## config.mk

```make
export PLATFORM = sky130hd
export DESIGN_NAME = obbpd_cell
export DESIGN_NICKNAME = d
export VERILOG_FILES = /design/src/hw/rtl/obbpd_pkg.sv /design/src/hw/rtl/obbpd_cell.sv
export SDC_FILE = /design/constraint.sdc
export NUM_CORES = 2
export LEC_CHECK = 0
export BUFFER_PORTS_ARGS = -buffer_cell sky130_fd_sc_hd__buf_2
export CAP_MARGIN = 30
export CORE_AREA = 5 5 611 613
export DETAILED_ROUTE_END_ITERATION = 10
export DIE_AREA = 0 0 616 618
export MAX_ROUTING_LAYER = met4
export SYNTH_ARGS = -nofsm -noshare
export SYNTH_HDL_FRONTEND = slang
export SYNTH_SLANG_ARGS = --single-unit
```

## constraint.sdc

```tcl
create_clock -name clk -period 9 [get_ports clk]
set_clock_uncertainty 0.05 [all_clocks]
set_input_delay 0.45 -clock clk [delete_from_list [all_inputs] [get_ports clk]]
set_output_delay 0.45 -clock clk [all_outputs]
set_load 0.05 [all_outputs]
```

## src/hw/rtl/obbpd_pkg.sv

```systemverilog
// Shared constants and types for the oriented box pair penetration depth block.
package obbpd_pkg;

  localparam int CENTER_W  = 60;
  localparam int AXIS_W    = 48;
  localparam int EXTENT_W  = 60;
  localparam int IN_DATA_W = 528;

  localparam int A_CENTER_LSB = 0;
  localparam int A_AXIS_X_LSB = 60;
  localparam int A_AXIS_Y_LSB = 108;
  localparam int A_AXIS_Z_LSB = 156;
  localparam int A_EXTENT_LSB = 204;
  localparam int B_CENTER_LSB = 264;
  localparam int B_AXIS_X_LSB = 324;
  localparam int B_AXIS_Y_LSB = 372;
  localparam int B_AXIS_Z_LSB = 420;
  localparam int B_EXTENT_LSB = 468;

  localparam int EPS_W      = 8;
  localparam logic [EPS_W-1:0] EPS_RESET = 8'd2;

  localparam int DEPTH_W     = 27;
  localparam int OUT_DATA_W  = 32;
  localparam int DEPTH_MAX   = 67108863;
  localparam int DEPTH_MIN   = -67108864;

  localparam int N_AXES = 15;

  // Control that rides along the cell chain with each pair.
  typedef struct packed {
    logic vld;
    logic sep;
    logic have;
  } obbpd_ctl_t;

endpackage

```

## src/hw/rtl/obbpd_cell.sv

```systemverilog
// One cell of the axis chain: tests one candidate axis and updates the running result.
module obbpd_cell import obbpd_pkg::*; #(
  parameter int P = 20,
  parameter int A = 16,
  parameter int K = 0
) (
  input  logic                  clk,
  input  logic                  rst_n,
  input  logic                  en,
  input  obbpd_ctl_t            ctl_i,
  input  logic signed [P+2*A+8:0] best_i,
  input  logic [P-1:0]          ea_i [3],
  input  logic [P-1:0]          eb_i [3],
  input  logic [A+3:0]          ar_i [3][3],
  input  logic signed [A+3:0]   r_i  [3][3],
  input  logic signed [P+A+2:0] p_i  [3],
  input  logic signed [P+A+2:0] q_i  [3],
  output obbpd_ctl_t            ctl_o,
  output logic signed [P+2*A+8:0] best_o,
  output logic [P-1:0]          ea_o [3],
  output logic [P-1:0]          eb_o [3],
  output logic [A+3:0]          ar_o [3][3],
  output logic signed [A+3:0]   r_o  [3][3],
  output logic signed [P+A+2:0] p_o  [3],
  output logic signed [P+A+2:0] q_o  [3]
);

  localparam int F    = A - 2;
  localparam int RW   = A + 4;
  localparam int PW   = P + A + 3;
  localparam int MW   = P + RW;
  localparam int SW   = MW + 2;
  localparam int CW   = PW + RW;
  localparam int OV_W = P + 2 * A + 9;
  localparam int CI   = (K >= 6) ? (K - 6) / 3 : 0;
  localparam int CJ   = (K >= 6) ? (K - 6) % 3 : 0;
  localparam int I1   = (CI + 1) % 3;
  localparam int I2   = (CI + 2) % 3;
  localparam int J1   = (CJ + 1) % 3;
  localparam int J2   = (CJ + 2) % 3;
  localparam logic [RW-1:0]        UP_U = RW'(1) << F;
  localparam logic signed [RW-1:0] UP_S = RW'(1) << F;

  logic [P-1:0]         e_w  [4];
  logic [RW-1:0]        a_w  [4];
  logic signed [PW-1:0] cp_w [2];
  logic signed [RW-1:0] cr_w [2];

  generate
    if (K < 3) begin : g_face_a
      always_comb begin
        for (int j = 0; j < 3; j++) begin
          e_w[j] = eb_i[j];
          a_w[j] = ar_i[K][j];
        end
        e_w[3]  = ea_i[K];
        a_w[3]  = UP_U;
        cp_w[0] = p_i[K];
        cr_w[0] = UP_S;
        cp_w[1] = '0;
        cr_w[1] = '0;
      end
    end else if (K < 6) begin : g_face_b
      always_comb begin
        for (int i = 0; i < 3; i++) begin
          e_w[i] = ea_i[i];
          a_w[i] = ar_i[i][K-3];
        end
        e_w[3]  = eb_i[K-3];
        a_w[3]  = UP_U;
        cp_w[0] = q_i[K-3];
        cr_w[0] = UP_S;
        cp_w[1] = '0;
        cr_w[1] = '0;
      end
    end else begin : g_cross
      always_comb begin
        e_w[0]  = ea_i[I1];
        a_w[0]  = ar_i[I2][CJ];
        e_w[1]  = ea_i[I2];
        a_w[1]  = ar_i[I1][CJ];
        e_w[2]  = eb_i[J1];
        a_w[2]  = ar_i[CI][J2];
        e_w[3]  = eb_i[J2];
        a_w[3]  = ar_i[CI][J1];
        cp_w[0] = p_i[I2];
        cr_w[0] = r_i[I1][CJ];
        cp_w[1] = p_i[I1];
        cr_w[1] = r_i[I2][CJ];
      end
    end
  endgenerate

  // First stage: radius and center products.
  obbpd_ctl_t           ctl_a_r;
  obbpd_ctl_t           ctl_nxt;
  logic signed [OV_W-1:0] best_a_r;
  logic [MW-1:0]        m_r [4];
  logic signed [CW-1:0] c_r [2];
  logic [P-1:0]         ea_a_r [3];
  logic [P-1:0]         eb_a_r [3];
  logic [RW-1:0]        ar_a_r [3][3];
  logic signed [RW-1:0] r_a_r  [3][3];
  logic signed [PW-1:0] p_a_r  [3];
  logic signed [PW-1:0] q_a_r  [3];

  always_ff @(posedge clk) begin
    if (!rst_n) begin
      ctl_a_r <= '0;
      ctl_o   <= '0;
    end else if (en) begin
      ctl_a_r <= ctl_i;
      ctl_o   <= ctl_nxt;
    end
  end

  always_ff @(posedge clk) begin
    if (en) begin
      best_a_r <= best_i;
      for (int n = 0; n < 4; n++) m_r[n] <= MW'(e_w[n]) * MW'(a_w[n]);
      for (int n = 0; n < 2; n++) c_r[n] <= CW'(cp_w[n]) * CW'(cr_w[n]);
      for (int i = 0; i < 3; i++) begin
        ea_a_r[i] <= ea_i[i];
        eb_a_r[i] <= eb_i[i];
        p_a_r[i]  <= p_i[i];
        q_a_r[i]  <= q_i[i];
        for (int j = 0; j < 3; j++) begin
          ar_a_r[i][j] <= ar_i[i][j];
          r_a_r[i][j]  <= r_i[i][j];
        end
      end
    end
  end

  // Second stage: overlap on this axis and the running min or first separation.
  logic [SW-1:0]          s_w;
  logic signed [CW:0]     c_w;
  logic signed [OV_W-1:0] ov_w;
  logic signed [OV_W-1:0] best_nxt;

  always_comb begin
    s_w  = SW'(m_r[0]) + SW'(m_r[1]) + SW'(m_r[2]) + SW'(m_r[3]);
    c_w  = (CW+1)'(c_r[0]) - (CW+1)'(c_r[1]);
    ov_w = $signed(OV_W'(s_w) << F)
         - (c_w < 0 ? OV_W'(-c_w) : OV_W'(c_w));
    ctl_nxt  = ctl_a_r;
    best_nxt = best_a_r;
    if (!ctl_a_r.sep) begin
      if (ov_w < 0) begin
        ctl_nxt.sep = 1'b1;
        best_nxt    = ov_w;
      end else if (!ctl_a_r.have || ov_w < best_a_r) begin
        ctl_nxt.have = 1'b1;
        best_nxt     = ov_w;
      end
    end
  end

  always_ff @(posedge clk) begin
    if (en) begin
      best_o <= best_nxt;
      for (int i = 0; i < 3; i++) begin
        ea_o[i] <= ea_a_r[i];
        eb_o[i] <= eb_a_r[i];
        p_o[i]  <= p_a_r[i];
        q_o[i]  <= q_a_r[i];
        for (int j = 0; j < 3; j++) begin
          ar_o[i][j] <= ar_a_r[i][j];
          r_o[i][j]  <= r_a_r[i][j];
        end
      end
    end
  end

endmodule

```

-- Word level (Yosys, flattened, before mapping)
Memories as Yosys holds them, arrays and structs flattened. A register that Yosys moved wholly into a read port is not among the register bits.
Cells that the tools add are included.
- logic and storage cells: 40
- output and inout bits: 778
- input port bits: 781
- register bits after elaboration: 128
- memory bits (writable): 964
- memories: 8
- bits in latches: 0
- ROM bits: 0
- shift-type cells: 0
- div/mod/pow operators: 0
- reductions and logical operators: 2
- equality and inequality tests: 0
- add/subtract/negate cells: 6
- multipliers: 3
- bitwise gates (word level): 0
- order comparisons: 3
- mux-type cells: 10
- memory list (name ; words ; bits a word ; read ports ; clocked after Yosys merged registers in ; wr ports ; line ; RTL):
    ar_a_r ; 3 ; 60 ; 3 ; 3 ; 3 ; obbpd_cell.sv:102 ; logic [RW-1:0] ar_a_r [3][3];
    r_a_r ; 3 ; 60 ; 3 ; 3 ; 3 ; obbpd_cell.sv:103 ; logic signed [RW-1:0] r_a_r [3][3];
    m_r ; 4 ; 40 ; 4 ; 0 ; 4 ; obbpd_cell.sv:98 ; logic [MW-1:0] m_r [4];
    p_a_r ; 3 ; 39 ; 3 ; 3 ; 3 ; obbpd_cell.sv:104 ; logic signed [PW-1:0] p_a_r [3];
    q_a_r ; 3 ; 39 ; 3 ; 3 ; 3 ; obbpd_cell.sv:105 ; logic signed [PW-1:0] q_a_r [3];
    c_r ; 2 ; 45 ; 2 ; 0 ; 2 ; obbpd_cell.sv:99 ; logic signed [CW-1:0] c_r [2];
    +2 memories ; - ; - ; - ; - ; - ; - ;
- operator list (kind ; number):
    2-to-1 mux 61 bit ; 4
    multiplier 20 x 20 -> 40 bit ; 3
    < comparator 61 x 1 -> 1 bit (second input constant) ; 1
    < comparator 61 bit ; 1
    negator 60 -> 61 bit ; 1
    subtractor 57 x 61 -> 61 bit ; 1
    < comparator 60 x 1 -> 1 bit (second input constant) ; 1
    subtractor 59 x 59 -> 60 bit ; 1
    adder 41 x 40 -> 42 bit ; 1
    adder 42 x 40 -> 42 bit ; 1
    adder 40 x 40 -> 41 bit ; 1
    2-to-1 mux 1 bit ; 5
    2-to-1 mux 2 bit ; 1
    zero test 1 bit ; 1
    logical OR 1 bit ; 1

-- Depth between registers and ports, before layout
An unclocked memory read counts as a cell.
- depth after elaboration: 10
- gate-level depth with buffers: 42
- gate-level depth less buffers: 39

-- Worst setup path after synthesis
Ideal clock, no wire load.
- path type: reg2reg
- start point: memory m_r[2][2] in the netlist's numbering
- end point: register best_o[32] (data pin)
- period minus slack after synthesis: 7.705 ns
- setup time: 0.260 ns
- path slack: 1.295 ns
- cell stages (with the launch flop): 42
- arrival: 7.395 ns
- buffers on the path: 2
- required time: 8.690 ns
- cell sequence: edfxtp_1 > inv_1 > fa_1 > inv_1 > ha_1 > ha_1 > inv_1 > fa_1 > nor2b_1 > o21a_1 > o21ai_0 > a21oi_1 > o21ai_0 > a31o_2 > a21boi_0 > nor3_1 > o21bai_1 > a21oi_1 > [6 not listed] > a41oi_2 > a21oi_1 > a31oi_1 > o21bai_1 > xor2_1 > ha_1 > a21o_1 > a21o_1 > a21oi_1 > nor3_1 > a2111oi_0 > nand3_1 > xnor2_1 > a21o_1 > nand2b_4 > buf_8 > buf_12 > mux2_4
- RTL lines (element ; line ; RTL):
    start, declared ; obbpd_cell.sv:98 ;
    end signal, assigned ; obbpd_cell.sv:161 ; best_o <= best_nxt;
    end, declared ; obbpd_cell.sv:19 ; output logic signed [P+2*A+8:0] best_o,

==> impl_metrics.py <==
metrics = {
    "synthesis": {
        "synth-edff-count": 1670,
        "synth_cells": 7342,
        "syn_area_per_cell_um2": 13.4,
        "dominantRegCellSynth": "edfxtp_1",
        "async_flop_share": 0,
        "netlist_area_um2": 98300,
        "synth_seq_cells": 1676,
        "yosysWarnings": 0,
        "ys_types": 88,
        "ys_seq_area_frac": 0.511,
    },
    "global_routing": {
        "grt_usage": 0.194,
        "grt_pass1_wl_um": 508000,
        "grt_max_degree": 186,
        "grt_overflow": 0,
        "antenna_found_initial": 115,
        "grt_pass1_vias": 65621,
    },
    "timing": {
        "slew_headroom": 0.267,
        "max_freq_ghz": 0.119,
        "period_minus_slack_ns": 8.42,
        "finalSetupTns_ns": 0,
        "setup_violations": 0,
        "fin_crit_sh": 0.935,
        "drv_slew": 0,
        "rsz0062_at_grt": "false",
        "hold_viol": 0,
        "tightest_slew_ns": 1.10,
    },
    "clock_tree": {
        "clock_tree.root_cell": "clkbuf_16",
        "worstSkewPairLatency_ns": 0.87,
        "cts_inserted_buffers": 190,
        "postCtsSetupBuffers": 0,
        "cts_tree": "done",
        "clkSinkCount": 1676,
        "path_clk_slew_ns": 0.06,
        "cts_max_path_buffers": 4,
        "htreeDepth": 4,
    },
    "die": {
        "core_area_um2": 367000,
        "pin_count": 1559,
        "die_w_um": 616,
        "fp-row-count": 223,
        "start_util": 0.267,
        "dieArea_um2": 381000,
        "die_h_um": 618,
    },
    "run": {
        "cap_viol_max_count": 0,
    },
    "finish": {
        "register_area_um2": 50300,
        "fillCellCount": 36131,
        "nets": 11976,
        "layout-drive-gt1-share": 0.200,
        "multiInputGateArea_um2": 42100,
        "area_delta_synth_final_pct": 26.9,
    },
    "drt": {
        "drc": 0,
        "vias": 64951,
        "ant_nets": 0,
        "vias_per_cell": 4.44,
        "routed_wirelength_um": 371000,
        "drtPass1Iterations": 6,
        "drt_iter0_drc": 5454,
        "wire_per_inst_um": 25.3,
    },
    "worst_setup_path": {
        "crit_type": "register to register",
        "cp_num_buf_inv": 3,
        "cpMostUsedCell": "a21o_1",
        "max_stage_delay_ns": 0.50,
        "crit_required_ns": 9.53,
        "slowest_stage": "fa_1",
        "startpoint_type": "register",
        "path_delay_family": "compound AO/OA/AOI/OAI gates",
        "worstSetupEndpointType": "register",
        "cp_max_fo": 13,
        "worstPathArrival_ns": 8.95,
    },
    "placement": {
        "gp_congestion": 0.953,
        "place_hpwl_um": 293000,
        "io_buffers": 1558,
    },
    "min_path": {
        "hold_path.class": "input pin to register",
    },
    "run_status": {
        "status": "finished clean",
    },
}
cell type report:
type                    count  share of cell area
flip-flops and latches   1676               0.403
multi-input cells        4096               0.337
repair buffers           2300               0.123
well taps                4837              0.0485
clock buffers             224              0.0395
inverters                1311              0.0395
clock inverters           117             0.00824
diodes                     70             0.00140
worst paths after layout:
| kind | startpoint | to | slack (ns) | depth (start not counted) |
|---|---|---|---|---|
| hold / removal | eb_i[12] | eb_a_r[0][52] | 0.08 | 1 |
| hold reg to reg | q_a_r[0][3] | q_o[81] | 0.31 | 0 |
| setup reg to reg | ea_a_r[0][2] | best_o[31] | 0.58 | 35 |
| setup / recovery | ea_a_r[0][2] | best_o[31] | 0.58 | 35 |
routing by layer:
metal,up-vias,track usage,part of all wire
met5,-,-,0
met4,0,0.0825,0.050
met3,521,0.0395,0.077
met2,2584,0.307,0.47
met1,33300,0.243,0.40
li1,28546,-,-
cells in the final DEF, fill, tap and decap left out, types with 45 or more instances in the layout:
cell           instances
edfxtp_1            1670
buf_2               1557
inv_1               1311
fa_1                1021
nand2_1              830
dlygate4sd3_1        695
ha_1                 599
and2_1               482
clkbuf_16            191
a21oi_1              179
nor2_1               131
xnor2_1              131
o21ai_0               97
a21o_1                94
xor2_1                84
diode_2               70
clkinv_1              45
worst reg2reg max path: cells and delay by family, from the launching register on:
kind / cells / cell delay (ns)
AOI/OAI and AO/OA: 15 / 3.07
xor gates and xnor gates: 3 / 0.53
adders and majority gates: 5 / 1.93
buffers and inverters: 3 / 0.35
DFF: 1 / 0.39
muxes: 1 / 0.34
and+or+nand+nor: 8 / 1.47
registers in the layout, indices dropped and copies added, names as in the netlist:
register / cells
eb_a_r: 60
r_a_r: 180
q_a_r: 117
best_a_r: 61
best_o: 61
q_o: 117
ea_o: 60
ctl_o: 3
p_a_r: 117
ar_o: 180
m_r: 120
r_o: 180
ctl_a_r: 3
eb_o: 60
ea_a_r: 60
p_o: 117
ar_a_r: 180
stage by stage:
stage	area (um^2)	hold WS, ns	cells	util	setup slack, ns
finish	125000	0.0839	14631	0.339	0.583
global route	125000	0.0246	14591	0.339	0.00836
CTS	124000	0.000816	14560	0.339	0.167
detailed placement	112000	0.355	13524	0.304	0.188
global placement	112000	0.350	13524	0.304	0.226
floorplan	98300	0.350	7344	-	1.29
repair_timing:
item                                    in CTS  in global routing
endpoints found under the setup margin       0                 56
endpoints found under the hold margin      703                  0
hold buffers                               695                  0
gates resized for setup                      0                 12
cell usage after synthesis (5+ instances only):
| cell type | number | area, um^2 |
|---|---|---|
| edfxtp_1 | 1670 | 50100 |
| inv_1 | 1311 | 4920 |
| fa_1 | 1021 | 20400 |
| nand2_1 | 830 | 3120 |
| ha_1 | 599 | 7490 |
| and2_1 | 482 | 3020 |
| clkbuf_1 | 250 | 938 |
| a21oi_1 | 183 | 916 |
| nor2_1 | 131 | 492 |
| xnor2_1 | 131 | 1150 |
| o21ai_0 | 100 | 500 |
| a21o_1 | 94 | 706 |
| xor2_1 | 84 | 736 |
| o21a_1 | 40 | 300 |
| nand3_1 | 32 | 160 |
| o21bai_1 | 29 | 218 |
| nor2b_1 | 28 | 175 |
| nor3_1 | 27 | 135 |
| mux2_4 | 24 | 360 |
| nand4_1 | 24 | 150 |
| a211oi_1 | 21 | 158 |
| nand2b_1 | 21 | 131 |
| mux2_2 | 17 | 191 |
| o31ai_1 | 13 | 97.6 |
| a31oi_1 | 9 | 56.3 |
| and3_1 | 9 | 56.3 |
| o211ai_1 | 8 | 60.1 |
| o41ai_1 | 8 | 70.1 |
| or3_1 | 8 | 50.1 |
| and4_1 | 7 | 61.3 |
| dfxtp_1 | 6 | 120 |
| mux2i_1 | 6 | 60.1 |
| nor4_1 | 6 | 37.5 |
| o21ai_1 | 6 | 30.0 |
| or4_1 | 6 | 45.0 |
| a2111oi_0 | 5 | 43.8 |
| a211o_1 | 5 | 43.8 |
| a21boi_0 | 5 | 37.5 |
| nand3b_1 | 5 | 37.5 |
| o2111ai_1 | 5 | 43.8 |
cells by family after synthesis:
kind of cell	synth area share
muxes	0.00634
other	0.0000382
and+or+nand+nor	0.0794
buffers and inverters	0.0607
AOI/OAI and AO/OA	0.0386
DFF	0.511
adders and majority gates	0.284
xor gates and xnor gates	0.0192
Power is left out: the tool's default activity adds up to more than one toggle a clock period on the data nets, which glitch-free logic cannot reach.
